File: config.mk
export PLATFORM = sky130hd
export DESIGN_NAME = yuv_delta_block_decoder_flat
export DESIGN_NICKNAME = d
export VERILOG_FILES = /design/src/design/yvdb_pkg.sv /design/src/design/yvdb_in_if.sv /design/src/design/yvdb_out_if.sv /design/src/design/yvdb_cfg_if.sv /design/src/design/yvdb_front.sv /design/src/design/yvdb_queue.sv /design/src/design/yvdb_back.sv /design/src/design/yuv_delta_block_decoder.sv /design/src/flat_wrapper.sv
export SDC_FILE = /design/constraint.sdc
export NUM_CORES = 1
export LEC_CHECK = 0
export ABC_AREA = 1
export ABC_CLOCK_PERIOD_IN_PS = 13400
export BUFFER_PORTS_ARGS = -buffer_cell sky130_fd_sc_hd__buf_2
export CAP_MARGIN = 20
export CORE_MARGIN = 5
export CORE_UTILIZATION = 23
export CTS_BUF_LIST = sky130_fd_sc_hd__clkbuf_2 sky130_fd_sc_hd__clkbuf_4 sky130_fd_sc_hd__clkbuf_8
export CTS_CLUSTER_SIZE = 16
export DETAILED_ROUTE_END_ITERATION = 6
export PLACE_DENSITY = 0.41
export SYNTH_ARGS = -nofsm -noshare
export SYNTH_HDL_FRONTEND = slang
export SYNTH_SLANG_ARGS = --single-unit
File: constraint.sdc
create_clock -name i_clk -period 13.4 [get_ports i_clk]
set_input_delay 1.34 -clock i_clk [delete_from_list [all_inputs] [get_ports i_clk]]
set_output_delay 1.34 -clock i_clk [all_outputs]
set_load 0.05 [all_outputs]
File: src/design/yvdb_pkg.sv
// yvdb_pkg: shared types, constants and helper functions of the yuv delta block decoder
// no dependencies; imported by the interfaces and every module of the block

package yvdb_pkg;

    // fixed field widths
    localparam int GROUP_W    = 16;
    localparam int CFG_IDX_W  = 2;
    localparam int CFG_DATA_W = 11;
    localparam int COORD_W    = 10;
    localparam int PIX_W      = 8;
    localparam int PIX_CNT    = 16;
    localparam int MIN_DIM    = 4;
    localparam logic [CFG_DATA_W-1:0] DIM_RESET = 11'd128;

    // colour conversion arithmetic
    localparam int PROD_W = 21;
    localparam int SUM_W  = 22;
    localparam int FRAC_W = 10;
    localparam logic signed [PROD_W-1:0] K_Y  = 21'sd1192;
    localparam logic signed [PROD_W-1:0] K_RV = 21'sd1634;
    localparam logic signed [PROD_W-1:0] K_GU = 21'sd400;
    localparam logic signed [PROD_W-1:0] K_GV = 21'sd833;
    localparam logic signed [PROD_W-1:0] K_BU = 21'sd2066;
    localparam logic [PIX_W:0] Y_OFFSET = 9'd16;

    // configuration register indexes
    typedef enum logic [CFG_IDX_W-1:0] {
        REG_IMAGE_WIDTH  = 2'd0,
        REG_IMAGE_HEIGHT = 2'd1
    } t_cfg_reg;

    // delta tables, entries taken modulo 256
    localparam logic [7:0] DELTA_TAB [4][8] = '{
        '{8'h00, 8'h20, 8'h40, 8'h60, 8'h80, 8'hA0, 8'hC0, 8'hE0},
        '{8'h00, 8'h10, 8'h20, 8'h30, 8'hC0, 8'hD0, 8'hE0, 8'hF0},
        '{8'h00, 8'h08, 8'h10, 8'h18, 8'hE0, 8'hE8, 8'hF0, 8'hF8},
        '{8'h00, 8'h04, 8'h08, 8'h0C, 8'hF0, 8'hF4, 8'hF8, 8'hFC}
    };

    // four decoded values of one group, index 0 first
    typedef logic [3:0][7:0] t_grp;

    // one decoded block as it waits in the queue
    typedef struct packed {
        logic [3:0][7:0]  u;
        logic [3:0][7:0]  v;
        logic [15:0][7:0] y;
        logic [7:0]       bx;
        logic [7:0]       by;
        logic             last_frame;
    } t_blk;

    // decode one coded group into its four values
    function automatic t_grp unpack_group(input logic [GROUP_W-1:0] g);
        logic [7:0] b0;
        logic [7:0] b1;
        logic [1:0] ts;
        logic [2:0] d1;
        logic [2:0] d2;
        logic [2:0] d3;
        t_grp       v;
        b0 = g[15:8];
        b1 = g[7:0];
        ts = b0[2:1];
        d1 = b1[7:5];
        d2 = b1[4:2];
        d3 = {b1[1:0], b0[0]};
        v[0] = b0 & 8'hF8;
        v[1] = v[0] + DELTA_TAB[ts][d1];
        v[2] = v[1] + DELTA_TAB[ts][d2];
        v[3] = v[2] + DELTA_TAB[ts][d3];
        return v;
    endfunction

    // divide by 1024 toward zero and clamp to a byte
    function automatic logic [PIX_W-1:0] clamp_pix(input logic signed [SUM_W-1:0] s);
        logic [SUM_W-FRAC_W-1:0] q;
        logic [PIX_W-1:0]        r;
        q = s[SUM_W-1:FRAC_W];
        if (s[SUM_W-1]) begin
            r = '0;
        end else if (q > (SUM_W-FRAC_W)'(255)) begin
            r = '1;
        end else begin
            r = q[PIX_W-1:0];
        end
        return r;
    endfunction

endpackage

File: src/design/yvdb_in_if.sv
// yvdb_in_if: valid/ready channel carrying one coded block word
// depends on yvdb_pkg for field widths

interface yvdb_in_if;
    import yvdb_pkg::*;

    logic               valid;
    logic               ready;
    logic [GROUP_W-1:0] u_group;
    logic [GROUP_W-1:0] v_group;
    logic [GROUP_W-1:0] y_group_top_left;
    logic [GROUP_W-1:0] y_group_top_right;
    logic [GROUP_W-1:0] y_group_bottom_left;
    logic [GROUP_W-1:0] y_group_bottom_right;

    modport source (
        output valid, u_group, v_group, y_group_top_left, y_group_top_right,
               y_group_bottom_left, y_group_bottom_right,
        input  ready
    );
    modport sink (
        input  valid, u_group, v_group, y_group_top_left, y_group_top_right,
               y_group_bottom_left, y_group_bottom_right,
        output ready
    );
endinterface

File: src/design/yvdb_out_if.sv
// yvdb_out_if: valid/ready channel carrying one decoded pixel word
// depends on yvdb_pkg for field widths

interface yvdb_out_if;
    import yvdb_pkg::*;

    logic               valid;
    logic               ready;
    logic [COORD_W-1:0] pixel_x;
    logic [COORD_W-1:0] pixel_y;
    logic [PIX_W-1:0]   red;
    logic [PIX_W-1:0]   green;
    logic [PIX_W-1:0]   blue;
    logic               last_in_block;
    logic               last_in_frame;

    modport source (
        output valid, pixel_x, pixel_y, red, green, blue, last_in_block, last_in_frame,
        input  ready
    );
    modport sink (
        input  valid, pixel_x, pixel_y, red, green, blue, last_in_block, last_in_frame,
        output ready
    );
endinterface

File: src/design/yvdb_cfg_if.sv
// yvdb_cfg_if: valid/ready register write channel, index and data
// depends on yvdb_pkg for field widths

interface yvdb_cfg_if;
    import yvdb_pkg::*;

    logic                  valid;
    logic                  ready;
    logic [CFG_IDX_W-1:0]  index;
    logic [CFG_DATA_W-1:0] data;

    modport source (output valid, index, data, input ready);
    modport sink   (input valid, index, data, output ready);
endinterface

File: src/design/yvdb_front.sv
// yvdb_front: config registers, group unpacking and block position tracking
// depends on yvdb_pkg, yvdb_in_if and yvdb_cfg_if

module yvdb_front #(
    parameter int MAX_DIMENSION = 1024
) (
    input  logic              i_clk,
    input  logic              i_rst_n,
    yvdb_in_if.sink           i_blk,
    yvdb_cfg_if.sink          i_cfg,
    input  logic              i_q_ready,
    output logic              o_q_push,
    output yvdb_pkg::t_blk    o_q_data
);
    import yvdb_pkg::*;

    localparam int BLK_CNT = (MAX_DIMENSION + 3) / 4;
    localparam int BLK_W   = (BLK_CNT > 1) ? $clog2(BLK_CNT) : 1;
    localparam int DIM_W   = $clog2(MAX_DIMENSION + 1);
    localparam int LIM_W   = ((CFG_DATA_W > DIM_W) ? CFG_DATA_W : DIM_W) + 1;

    logic [CFG_DATA_W-1:0] r_width;
    logic [CFG_DATA_W-1:0] r_height;
    logic [BLK_W-1:0]      r_col;
    logic [BLK_W-1:0]      r_row;

    logic [LIM_W-1:0] lim_w;
    logic [LIM_W-1:0] lim_h;
    logic [LIM_W-1:0] cols;
    logic [LIM_W-1:0] rows;
    logic             end_row;
    logic             end_frame;
    logic             accept;
    t_grp             gu;
    t_grp             gv;
    t_grp             gy [4];

    assign i_cfg.ready = 1'b1;
    assign i_blk.ready = i_q_ready;
    assign accept      = i_blk.valid && i_q_ready;
    assign o_q_push    = accept;

    // register writes
    always_ff @(posedge i_clk) begin
        if (!i_rst_n) begin
            r_width  <= DIM_RESET;
            r_height <= DIM_RESET;
        end else if (i_cfg.valid) begin
            unique case (i_cfg.index)
                REG_IMAGE_WIDTH:  r_width  <= i_cfg.data;
                REG_IMAGE_HEIGHT: r_height <= i_cfg.data;
                default: ;
            endcase
        end
    end

    // dimensions limited to the legal range, block counts rounded up
    always_comb begin
        lim_w = LIM_W'(r_width);
        if (lim_w < LIM_W'(MIN_DIM)) begin
            lim_w = LIM_W'(MIN_DIM);
        end else if (lim_w > LIM_W'(MAX_DIMENSION)) begin
            lim_w = LIM_W'(MAX_DIMENSION);
        end
        lim_h = LIM_W'(r_height);
        if (lim_h < LIM_W'(MIN_DIM)) begin
            lim_h = LIM_W'(MIN_DIM);
        end else if (lim_h > LIM_W'(MAX_DIMENSION)) begin
            lim_h = LIM_W'(MAX_DIMENSION);
        end
        cols = (lim_w + LIM_W'(3)) >> 2;
        rows = (lim_h + LIM_W'(3)) >> 2;
    end

    // reaches-or-exceeds tests also cover a frame shrunk mid-way
    assign end_row   = (LIM_W'(r_col) + LIM_W'(1)) >= cols;
    assign end_frame = end_row && ((LIM_W'(r_row) + LIM_W'(1)) >= rows);

    // block position advance
    always_ff @(posedge i_clk) begin
        if (!i_rst_n) begin
            r_col <= '0;
            r_row <= '0;
        end else if (accept) begin
            if (end_row) begin
                r_col <= '0;
                r_row <= end_frame ? '0 : BLK_W'(r_row + BLK_W'(1));
            end else begin
                r_col <= BLK_W'(r_col + BLK_W'(1));
            end
        end
    end

    // group decode
    assign gu    = unpack_group(i_blk.u_group);
    assign gv    = unpack_group(i_blk.v_group);
    assign gy[0] = unpack_group(i_blk.y_group_top_left);
    assign gy[1] = unpack_group(i_blk.y_group_top_right);
    assign gy[2] = unpack_group(i_blk.y_group_bottom_left);
    assign gy[3] = unpack_group(i_blk.y_group_bottom_right);

    // reorder luma from sub-block order into raster order
    always_comb begin
        o_q_data.u          = gu;
        o_q_data.v          = gv;
        o_q_data.bx         = 8'(r_col);
        o_q_data.by         = 8'(r_row);
        o_q_data.last_frame = end_frame;
        for (int k = 0; k < PIX_CNT; k++) begin
            o_q_data.y[k] = gy[(k / 8) * 2 + (k % 4) / 2][((k / 4) % 2) * 2 + (k % 2)];
        end
    end

endmodule

File: src/design/yvdb_queue.sv
// yvdb_queue: two-deep queue of decoded blocks between front and back
// depends on yvdb_pkg for the block record type

module yvdb_queue (
    input  logic           i_clk,
    input  logic           i_rst_n,
    input  logic           i_push,
    input  yvdb_pkg::t_blk i_data,
    output logic           o_ready,
    input  logic           i_pop,
    output logic           o_valid,
    output yvdb_pkg::t_blk o_head
);
    import yvdb_pkg::*;

    t_blk       r_mem [2];
    logic       r_wr;
    logic       r_rd;
    logic [1:0] r_cnt;

    assign o_ready = (r_cnt != 2'd2);
    assign o_valid = (r_cnt != 2'd0);
    assign o_head  = r_mem[r_rd];

    // pointers and fill count
    always_ff @(posedge i_clk) begin
        if (!i_rst_n) begin
            r_wr  <= 1'b0;
            r_rd  <= 1'b0;
            r_cnt <= 2'd0;
        end else begin
            if (i_push) begin
                r_wr <= ~r_wr;
            end
            if (i_pop) begin
                r_rd <= ~r_rd;
            end
            case ({i_push, i_pop})
                2'b10:   r_cnt <= r_cnt + 2'd1;
                2'b01:   r_cnt <= r_cnt - 2'd1;
                default: ;
            endcase
        end
    end

    // storage
    always_ff @(posedge i_clk) begin
        if (i_push) begin
            r_mem[r_wr] <= i_data;
        end
    end

endmodule

File: src/design/yvdb_back.sv
// yvdb_back: pixel sequencer and colour conversion pipeline with output register
// depends on yvdb_pkg and yvdb_out_if

module yvdb_back (
    input  logic           i_clk,
    input  logic           i_rst_n,
    input  logic           i_q_valid,
    input  yvdb_pkg::t_blk i_q_head,
    output logic           o_q_pop,
    yvdb_out_if.source     o_pix
);
    import yvdb_pkg::*;

    logic                      en;
    logic [3:0]                r_k;
    logic [1:0]                quad;

    // stage 1: selected samples
    logic                      r1_v;
    logic signed [PIX_W:0]     r1_c;
    logic signed [PIX_W-1:0]   r1_u;
    logic signed [PIX_W-1:0]   r1_vv;
    logic [COORD_W-1:0]        r1_x;
    logic [COORD_W-1:0]        r1_y;
    logic                      r1_lb;
    logic                      r1_lf;

    // stage 2: products
    logic                      r2_v;
    logic signed [PROD_W-1:0]  r2_yc;
    logic signed [PROD_W-1:0]  r2_rv;
    logic signed [PROD_W-1:0]  r2_gu;
    logic signed [PROD_W-1:0]  r2_gv;
    logic signed [PROD_W-1:0]  r2_bu;
    logic [COORD_W-1:0]        r2_x;
    logic [COORD_W-1:0]        r2_y;
    logic                      r2_lb;
    logic                      r2_lf;

    // output register
    logic                      r_o_v;
    logic [COORD_W-1:0]        r_o_x;
    logic [COORD_W-1:0]        r_o_y;
    logic [PIX_W-1:0]          r_o_r;
    logic [PIX_W-1:0]          r_o_g;
    logic [PIX_W-1:0]          r_o_b;
    logic                      r_o_lb;
    logic                      r_o_lf;

    logic signed [SUM_W-1:0]   sum_r;
    logic signed [SUM_W-1:0]   sum_g;
    logic signed [SUM_W-1:0]   sum_b;

    // whole pipeline moves when the output word is empty or taken
    assign en      = !r_o_v || o_pix.ready;
    assign quad    = {r_k[3], r_k[1]};
    assign o_q_pop = en && i_q_valid && (r_k == 4'd15);

    // pipeline valids and pixel counter
    always_ff @(posedge i_clk) begin
        if (!i_rst_n) begin
            r_k   <= 4'd0;
            r1_v  <= 1'b0;
            r2_v  <= 1'b0;
            r_o_v <= 1'b0;
        end else if (en) begin
            r1_v  <= i_q_valid;
            r2_v  <= r1_v;
            r_o_v <= r2_v;
            if (i_q_valid) begin
                r_k <= r_k + 4'd1;
            end
        end
    end

    // sample selection for the current pixel
    always_ff @(posedge i_clk) begin
        if (en) begin
            r1_c  <= $signed({1'b0, i_q_head.y[r_k]} - Y_OFFSET);
            r1_u  <= $signed(i_q_head.u[quad]);
            r1_vv <= $signed(i_q_head.v[quad]);
            r1_x  <= {i_q_head.bx, r_k[1:0]};
            r1_y  <= {i_q_head.by, r_k[3:2]};
            r1_lb <= (r_k == 4'd15);
            r1_lf <= (r_k == 4'd15) && i_q_head.last_frame;
        end
    end

    // constant products
    always_ff @(posedge i_clk) begin
        if (en) begin
            r2_yc <= PROD_W'(r1_c) * K_Y;
            r2_rv <= PROD_W'(r1_vv) * K_RV;
            r2_gu <= PROD_W'(r1_u) * K_GU;
            r2_gv <= PROD_W'(r1_vv) * K_GV;
            r2_bu <= PROD_W'(r1_u) * K_BU;
            r2_x  <= r1_x;
            r2_y  <= r1_y;
            r2_lb <= r1_lb;
            r2_lf <= r1_lf;
        end
    end

    // sums, then scale and clamp into the output word
    assign sum_r = SUM_W'(r2_yc) + SUM_W'(r2_rv);
    assign sum_g = SUM_W'(r2_yc) - SUM_W'(r2_gu) - SUM_W'(r2_gv);
    assign sum_b = SUM_W'(r2_yc) + SUM_W'(r2_bu);

    always_ff @(posedge i_clk) begin
        if (en) begin
            r_o_r  <= clamp_pix(sum_r);
            r_o_g  <= clamp_pix(sum_g);
            r_o_b  <= clamp_pix(sum_b);
            r_o_x  <= r2_x;
            r_o_y  <= r2_y;
            r_o_lb <= r2_lb;
            r_o_lf <= r2_lf;
        end
    end

    assign o_pix.valid         = r_o_v;
    assign o_pix.pixel_x       = r_o_x;
    assign o_pix.pixel_y       = r_o_y;
    assign o_pix.red           = r_o_r;
    assign o_pix.green         = r_o_g;
    assign o_pix.blue          = r_o_b;
    assign o_pix.last_in_block = r_o_lb;
    assign o_pix.last_in_frame = r_o_lf;

endmodule

File: src/design/yuv_delta_block_decoder.sv
// yuv_delta_block_decoder: top level of the delta-coded 4x4 yuv block to rgb decoder
// depends on yvdb_pkg, the channel interfaces, yvdb_front, yvdb_queue and yvdb_back

// Each accepted block word (six coded 16-bit groups) yields sixteen RGB pixel words in
// raster order, with image coordinates and end-of-block and end-of-frame flags. The front
// decodes a whole block in the cycle it is accepted and drops it into a two-block queue;
// the back pixel sequencer then issues one pixel per cycle while the output is not held,
// through a three-stage colour conversion pipeline, so the stream is bounded by the single
// pixel output port. On an idle decoder a block's first pixel word leaves the queue through
// the sample, product and output registers. Blocks are accepted while the queue has room,
// so the front keeps taking blocks while the back still drains pixels. Register writes
// (width, height) do not move the block position and are meant for idle periods only.

module yuv_delta_block_decoder #(
    parameter int MAX_DIMENSION = 1024
) (
    input  logic       i_clk,
    input  logic       i_rst_n,
    yvdb_in_if.sink    i_blk,
    yvdb_cfg_if.sink   i_cfg,
    yvdb_out_if.source o_pix
);
    import yvdb_pkg::*;

    logic q_push;
    logic q_ready;
    logic q_pop;
    logic q_valid;
    t_blk q_wdata;
    t_blk q_head;

    // block intake and decode
    yvdb_front #(
        .MAX_DIMENSION (MAX_DIMENSION)
    ) u_front (
        .i_clk     (i_clk),
        .i_rst_n   (i_rst_n),
        .i_blk     (i_blk),
        .i_cfg     (i_cfg),
        .i_q_ready (q_ready),
        .o_q_push  (q_push),
        .o_q_data  (q_wdata)
    );

    // decoded block queue
    yvdb_queue u_queue (
        .i_clk   (i_clk),
        .i_rst_n (i_rst_n),
        .i_push  (q_push),
        .i_data  (q_wdata),
        .o_ready (q_ready),
        .i_pop   (q_pop),
        .o_valid (q_valid),
        .o_head  (q_head)
    );

    // pixel sequencing and colour conversion
    yvdb_back u_back (
        .i_clk     (i_clk),
        .i_rst_n   (i_rst_n),
        .i_q_valid (q_valid),
        .i_q_head  (q_head),
        .o_q_pop   (q_pop),
        .o_pix     (o_pix)
    );

endmodule

File: src/flat_wrapper.sv
// flat-port wrapper written by rule: the top's interface ports become plain ports
module yuv_delta_block_decoder_flat import yvdb_pkg::*;
#(
    parameter int MAX_DIMENSION = 1024
)
  (i_clk, i_rst_n, i_blk_valid, i_blk_u_group, i_blk_v_group, i_blk_y_group_top_left, i_blk_y_group_top_right, i_blk_y_group_bottom_left, i_blk_y_group_bottom_right, i_blk_ready, i_cfg_valid, i_cfg_index, i_cfg_data, i_cfg_ready, o_pix_valid, o_pix_pixel_x, o_pix_pixel_y, o_pix_red, o_pix_green, o_pix_blue, o_pix_last_in_block, o_pix_last_in_frame, o_pix_ready);
  yvdb_in_if i_blk_i ();
  yvdb_cfg_if i_cfg_i ();
  yvdb_out_if o_pix_i ();
  input  logic i_clk;
  input  logic i_rst_n;
  input wire logic [$bits(i_blk_i.valid)-1:0] i_blk_valid;
  input wire logic [$bits(i_blk_i.u_group)-1:0] i_blk_u_group;
  input wire logic [$bits(i_blk_i.v_group)-1:0] i_blk_v_group;
  input wire logic [$bits(i_blk_i.y_group_top_left)-1:0] i_blk_y_group_top_left;
  input wire logic [$bits(i_blk_i.y_group_top_right)-1:0] i_blk_y_group_top_right;
  input wire logic [$bits(i_blk_i.y_group_bottom_left)-1:0] i_blk_y_group_bottom_left;
  input wire logic [$bits(i_blk_i.y_group_bottom_right)-1:0] i_blk_y_group_bottom_right;
  output wire logic [$bits(i_blk_i.ready)-1:0] i_blk_ready;
  input wire logic [$bits(i_cfg_i.valid)-1:0] i_cfg_valid;
  input wire logic [$bits(i_cfg_i.index)-1:0] i_cfg_index;
  input wire logic [$bits(i_cfg_i.data)-1:0] i_cfg_data;
  output wire logic [$bits(i_cfg_i.ready)-1:0] i_cfg_ready;
  output wire logic [$bits(o_pix_i.valid)-1:0] o_pix_valid;
  output wire logic [$bits(o_pix_i.pixel_x)-1:0] o_pix_pixel_x;
  output wire logic [$bits(o_pix_i.pixel_y)-1:0] o_pix_pixel_y;
  output wire logic [$bits(o_pix_i.red)-1:0] o_pix_red;
  output wire logic [$bits(o_pix_i.green)-1:0] o_pix_green;
  output wire logic [$bits(o_pix_i.blue)-1:0] o_pix_blue;
  output wire logic [$bits(o_pix_i.last_in_block)-1:0] o_pix_last_in_block;
  output wire logic [$bits(o_pix_i.last_in_frame)-1:0] o_pix_last_in_frame;
  input wire logic [$bits(o_pix_i.ready)-1:0] o_pix_ready;
  assign i_blk_i.valid = i_blk_valid;
  assign i_blk_i.u_group = i_blk_u_group;
  assign i_blk_i.v_group = i_blk_v_group;
  assign i_blk_i.y_group_top_left = i_blk_y_group_top_left;
  assign i_blk_i.y_group_top_right = i_blk_y_group_top_right;
  assign i_blk_i.y_group_bottom_left = i_blk_y_group_bottom_left;
  assign i_blk_i.y_group_bottom_right = i_blk_y_group_bottom_right;
  assign i_blk_ready = i_blk_i.ready;
  assign i_cfg_i.valid = i_cfg_valid;
  assign i_cfg_i.index = i_cfg_index;
  assign i_cfg_i.data = i_cfg_data;
  assign i_cfg_ready = i_cfg_i.ready;
  assign o_pix_valid = o_pix_i.valid;
  assign o_pix_pixel_x = o_pix_i.pixel_x;
  assign o_pix_pixel_y = o_pix_i.pixel_y;
  assign o_pix_red = o_pix_i.red;
  assign o_pix_green = o_pix_i.green;
  assign o_pix_blue = o_pix_i.blue;
  assign o_pix_last_in_block = o_pix_i.last_in_block;
  assign o_pix_last_in_frame = o_pix_i.last_in_frame;
  assign o_pix_i.ready = o_pix_ready;
  yuv_delta_block_decoder #(.MAX_DIMENSION(MAX_DIMENSION)) u_core (.i_clk(i_clk), .i_rst_n(i_rst_n), .i_blk(i_blk_i), .i_cfg(i_cfg_i), .o_pix(o_pix_i));
endmodule
### Word level (Yosys, flattened, before mapping)

Memory sizes are Yosys's and may differ from the RTL's. A register that Yosys moved wholly into a read port is not among the register bits.
Cells that the tools add are included.

* add/sub/neg operators: 32
* $lt $le $gt $ge: 35
* bitwise gates (word level): 26
* multiply operators: 5
* reduce and logical (&&, ||, !) cells: 14
* multiplexer cells: 92
* equal/unequal tests: 5

Operators by type and width (number)
* 64-bit binary-select mux with 2-bit select: 6
* 64-bit 2-to-1 mux: 12
* 8-bit binary-select mux with 3-bit select: 18
* 8-bit 2-to-1 mux: 44
* 8-bit adder: 18
* 4-bit >= comparator, second input constant: 18
* 3-bit NOT with 4-bit output: 18
* 11-bit 2-to-1 mux: 4
* 8-bit by 11-bit multiplier with 19-bit output, second input constant: 2
* 12-bit by 8-bit > comparator with 1-bit output, second input constant: 3
* 8-bit binary-select mux with 2-bit select: 2
* 8-bit binary-select mux with 4-bit select: 1
* 12-bit by 2-bit adder with 12-bit output, second input constant: 2
* 21-bit by 20-bit adder with 22-bit output: 1
* 21-bit by 21-bit adder with 22-bit output: 1
* 11-bit > comparator, second input constant: 2
* 11-bit by 3-bit less-than comparator with 1-bit output, second input constant: 2
* 21-bit by 18-bit subtractor with 22-bit output: 1
* 22-bit by 19-bit subtractor with 22-bit output: 1
* 9-bit by 10-bit >= comparator with 1-bit output: 2
* 8-bit by 12-bit multiplier with 20-bit output, second input constant: 1
* 8-bit by 1-bit adder with 9-bit output, second input constant: 2
* 3-bit >= comparator, second input constant: 6
* 9-bit by 9-bit multiplier with 18-bit output, second input constant: 1
* 22 further kinds: 41

* output and inout bits: 49
* memories: 1
* logic and storage cells: 244
* bits in registers: 254
* bits of input ports: 114
* memory bits (writable): 382

Memories
* u_core.u_queue.r_mem: words 2, width 191, read ports 1, clocked after memory_dff 1, wr ports 1, RTL line yvdb_queue.sv:16 `t_blk r_mem [2];`

### Logic depth before layout (Yosys ltp)

* depth after elaboration: 10
* depth in mapped cells: 20
* depth with buffers taken out: 20

### By module

From an unflattened synthesis, not the netlist that was laid out.

* cells, all modules: 4079
* area total of the unflattened synthesis: 41881.4 µm²

Modules (own cells, without submodules)
* yvdb_back: sequential area each 6055.8 µm², instances 1, cells each 1876, area an instance 16518.3 µm²
* yvdb_queue: sequential area each 12652.1 µm², instances 1, cells each 684, area an instance 15736.3 µm²
* yvdb_front: sequential area each 760.7 µm², instances 1, cells each 1519, area an instance 9626.7 µm²

### Least setup slack after synthesis

No wires, ideal clock.

* path kind: input to register
* start point: in i_blk_valid
* end point: mem u_core.u_queue.r_mem[1][0] (netlist name) (enable)
* arrival time: 8.141 ns
* setup time: 0.674 ns
* slack: 4.585 ns
* stages: 3
* buffers on the path: 1
* required time: 12.726 ns
* cell sequence: nand2_1 clkbuf_1 nor2_1

* longest elaborated chain between the ends: 3

Ends and longest elaborated chain
* start: declaration: RTL line flat_wrapper.sv:12 `input wire logic [$bits(i_blk_i.valid)-1:0] i_blk_valid;`
* 1-bit logical AND: RTL line yvdb_front.sv:40 `assign accept = i_blk.valid && i_q_ready;`
* 1-bit 2-to-1 mux: RTL line yvdb_queue.sv:48 `if (i_push) begin`
* 1-bit 2-to-1 mux (implied by the code): RTL line yvdb_queue.sv:49 `r_mem[r_wr] <= i_data;`
* end: declaration: RTL line yvdb_queue.sv:16

Every way passes these cells.

==> summary.txt <==
Run status: finished clean
RSZ-0062 raised after global routing: no
ANT nets after route: 0
Met2 usage: 0.179
Via density: 4.31
Max stage delay on crit path: 430 ps
Pwr dens: 209 mW/mm^2
Fin util: 0.266
CTS tree: done
Psw: 3.44 mW
Yosys warns: 0
Number of buffers and inverters on the critical path: 6
Post-Syn Area: 0.0338 mm^2
Comb power frac: 0.483
Clock network fraction of total power: 0.204
# rows: 140
Count leader, synth: nand2_1
CTS Buf Count: 99
Total gr overflow: 0
Cells resized by post-CTS repair: 0
Reg power frac: 0.313
CTS Buffer Depth: 3
P_int: 4.67 mW
Total power: 8.11 mW
Nets@finish: 4,287
Via Count: 24.9k
Htree depth: 3
Die width: 393 um
Switch share: 0.424
Fin crit share: 0.336
Top post-synthesis cells by count: 716 x nand2_1, 491 x edfxtp_1, 469 x inv_1
Post-synth top area share: 0.437
FF+latch count, synth: 541
Starting DRT DRC Count: 1,279
CTS sink cnt: 541
Critical Path End Type: flip-flop
Final hold vios: 0
Post-Route WL: 91.5 mm
Routed len/inst: 15.8 um
DP Wirelength: 66.9 mm
Ports: 163
WS Path Type: primary input to flip-flop
Die Ht: 393 um
Setup_tns: 0 ps
Final Skew: 39.3 ps
Post-Syn Instances: 3,595
Met1 Usage GRT: 0.172
Rel. slew slack: 0.315
Fmax: 0.222 GHz
Vias in the first global route: 25.0k
Layout area overhead: 14.8%
Syn avg cell area: 9.39 um^2
Hold slack: 417 ps
DRC errors left: 0
First-pass GRT wire length: 143 mm
WP data arrival: 4980 ps
Ys flop type: edfxtp_1
Cell taking the most area after synthesis: edfxtp_1
Asr flop ratio synth: 0
Syn Nets: 4,099
Initial antenna violation count: 10
Ranking of synthesized cells by area: edfxtp_1 44%, ha_1 12%, nand2_1 8.0%, inv_1 5.2%, fa_1 3.7%
Full die area: 0.155 mm^2
R2r setup slk: 9090 ps
Min-delay worst type: flip-flop to flip-flop
Max Slew Vio Count: 0
Clk_lat worst skew: 750 ps
Core region area: 0.146 mm^2
Max_cap viols: 0
Slowest CP cell: fa_1
Static leakage: 16.9 nW
Layout cell share with drive strength beyond 1: 0.0947
Hold_buf cts: 0
First-pass iteration count of the detailed router: 5
EDFF count, synth: 491
GRT Total Usage: 0.118
Met3 Use GR: 0.0214
Initial core utilization: 0.232
Post-CTS Setup Repair Bufs: 0
Worst setup SP type: primary input
Actual slew at the worst max-slew pin: 1030 ps
Port buffer count: 161
Largest net degree at the start of global routing: 140
Minimum clock period: 4510 ps
Most used cell, CP: inv_1
Gr busiest metal: met2
Peak VDD IR: 152 uV
GP Congestion: 0.831
CP delay by family, top: adder cells
Cell Chain, Critical Path: buf_2, inv_1, ha_1, inv_1, o211ai_1, o311ai_0, o31ai_1, inv_1, fa_1, xor2_1, ha_1, inv_1, nand3_1, nand2_1, inv_1, ha_1, a21o_1, a21oi_1, xor2_1, xnor2_1
Distinct cells, synth: 58
CTS root buf: clkbuf_8
WP data required: 13,870 ps
Worst Path Max Fanout: 7
Clock slew at reported path FFs: 60 ps
Sequential-to-total area share from yosys stat: 0.466
# setup viols final: 0
==> final cells by class <==
class                      count  area, um^2
sequential                   541       15800
fill                       15700      107000
clock buffer                 134        1640
inverter                     479        1810
antenna                        3        7.51
tap                         1917        2400
clock inverter                47         409
multi-input combinational   2486       15800
timing repair buffer         176         943
==> metrics by stage <==
| stage | worst slack, ps | cells | area (um^2) |
|---|---|---|---|
| global placement | 8210 | 5599 | 36700 |
| finish | 8890 | 5783 | 38700 |
| CTS | 8990 | 5780 | 38700 |
| detailed placement | 8130 | 5599 | 36700 |
| floorplan | 4580 | 3595 | 33800 |
| global route | 8520 | 5781 | 38700 |
==> final timing paths <==
kind | startpoint | to | cells after the start
max | i_blk_y_group_top_left[10] | u_core.u_queue.r_mem[0][58] | 20
min reg2reg | u_core.u_back.r2_x[7] | u_core.u_back.o_pix.pixel_x[7] | 0
max reg2reg | u_core.u_back.r1_vv[7] | u_core.u_back.r2_rv[18] | 17
min | u_core.u_back.r2_x[7] | u_core.u_back.o_pix.pixel_x[7] | 0
==> cells in the final DEF (no fill, tap or decap), drive strengths merged, types with 8 or more instances in the layout <==
master	synthesis	routed
o31ai	13	13
ha	328	328
o311ai	12	12
o32ai	10	10
clkbuf	38	134
nand3	219	219
buf	51	176
o221ai	9	9
inv	475	478
nand3b	14	14
o22ai	23	23
o211ai	25	25
a21o	8	8
dfxtp	50	50
clkinv	4	38
fa	62	62
edfxtp	491	491
xor2	100	100
nor3	18	18
a21oi	247	247
xnor2	52	52
nand4	19	19
o21ai	254	254
o21bai	10	10
nor2	259	259
nand2	717	717
a31oi	39	39
==> cells by family after synthesis <==
kind of cell    Yosys count  synth area share
simple gates           1264             0.155
compound gates          679             0.114
buf+inv                 568            0.0665
flops                   541             0.466
fa+ha+maj               390             0.158
xor+xnor                152            0.0399
other cells               1          0.000111
==> power by group through the flow <==
| stage | sequential [mW] | clock, mW | combinational [mW] |
|---|---|---|---|
| floorplan | 2.67 | 0 | 2.78 |
| global placement | 2.58 | 0 | 3.94 |
| detailed placement | 2.58 | 0 | 3.93 |
| CTS | 2.55 | 1.73 | 3.96 |
| global route | 2.57 | 1.80 | 4.52 |
| finish | 2.54 | 1.65 | 3.92 |
==> registers in the layout, indices dropped and copies added, names as in the netlist, 11 cells and up, named ones only <==
| signal | cells |
|---|---|
| u_core.u_back.r2_rv | 13 |
| u_core.u_front.r_height | 11 |
| u_core.u_back.r2_gv | 17 |
| u_core.u_queue.r_mem | 310 |
| u_core.u_front.r_width | 11 |
| u_core.u_back.r2_yc | 16 |
| u_core.u_back.r2_bu | 18 |
==> layer usage <==
metal | part of all wire | wire length [um] | vias up
met5 | 0 | 0 | -
met4 | 0.021 | 1890 | 0
met3 | 0.044 | 4060 | 120
met2 | 0.42 | 38700 | 457
met1 | 0.51 | 46900 | 11600
li1 | - | - | 12700
Power figures use the tool's default switching activity.
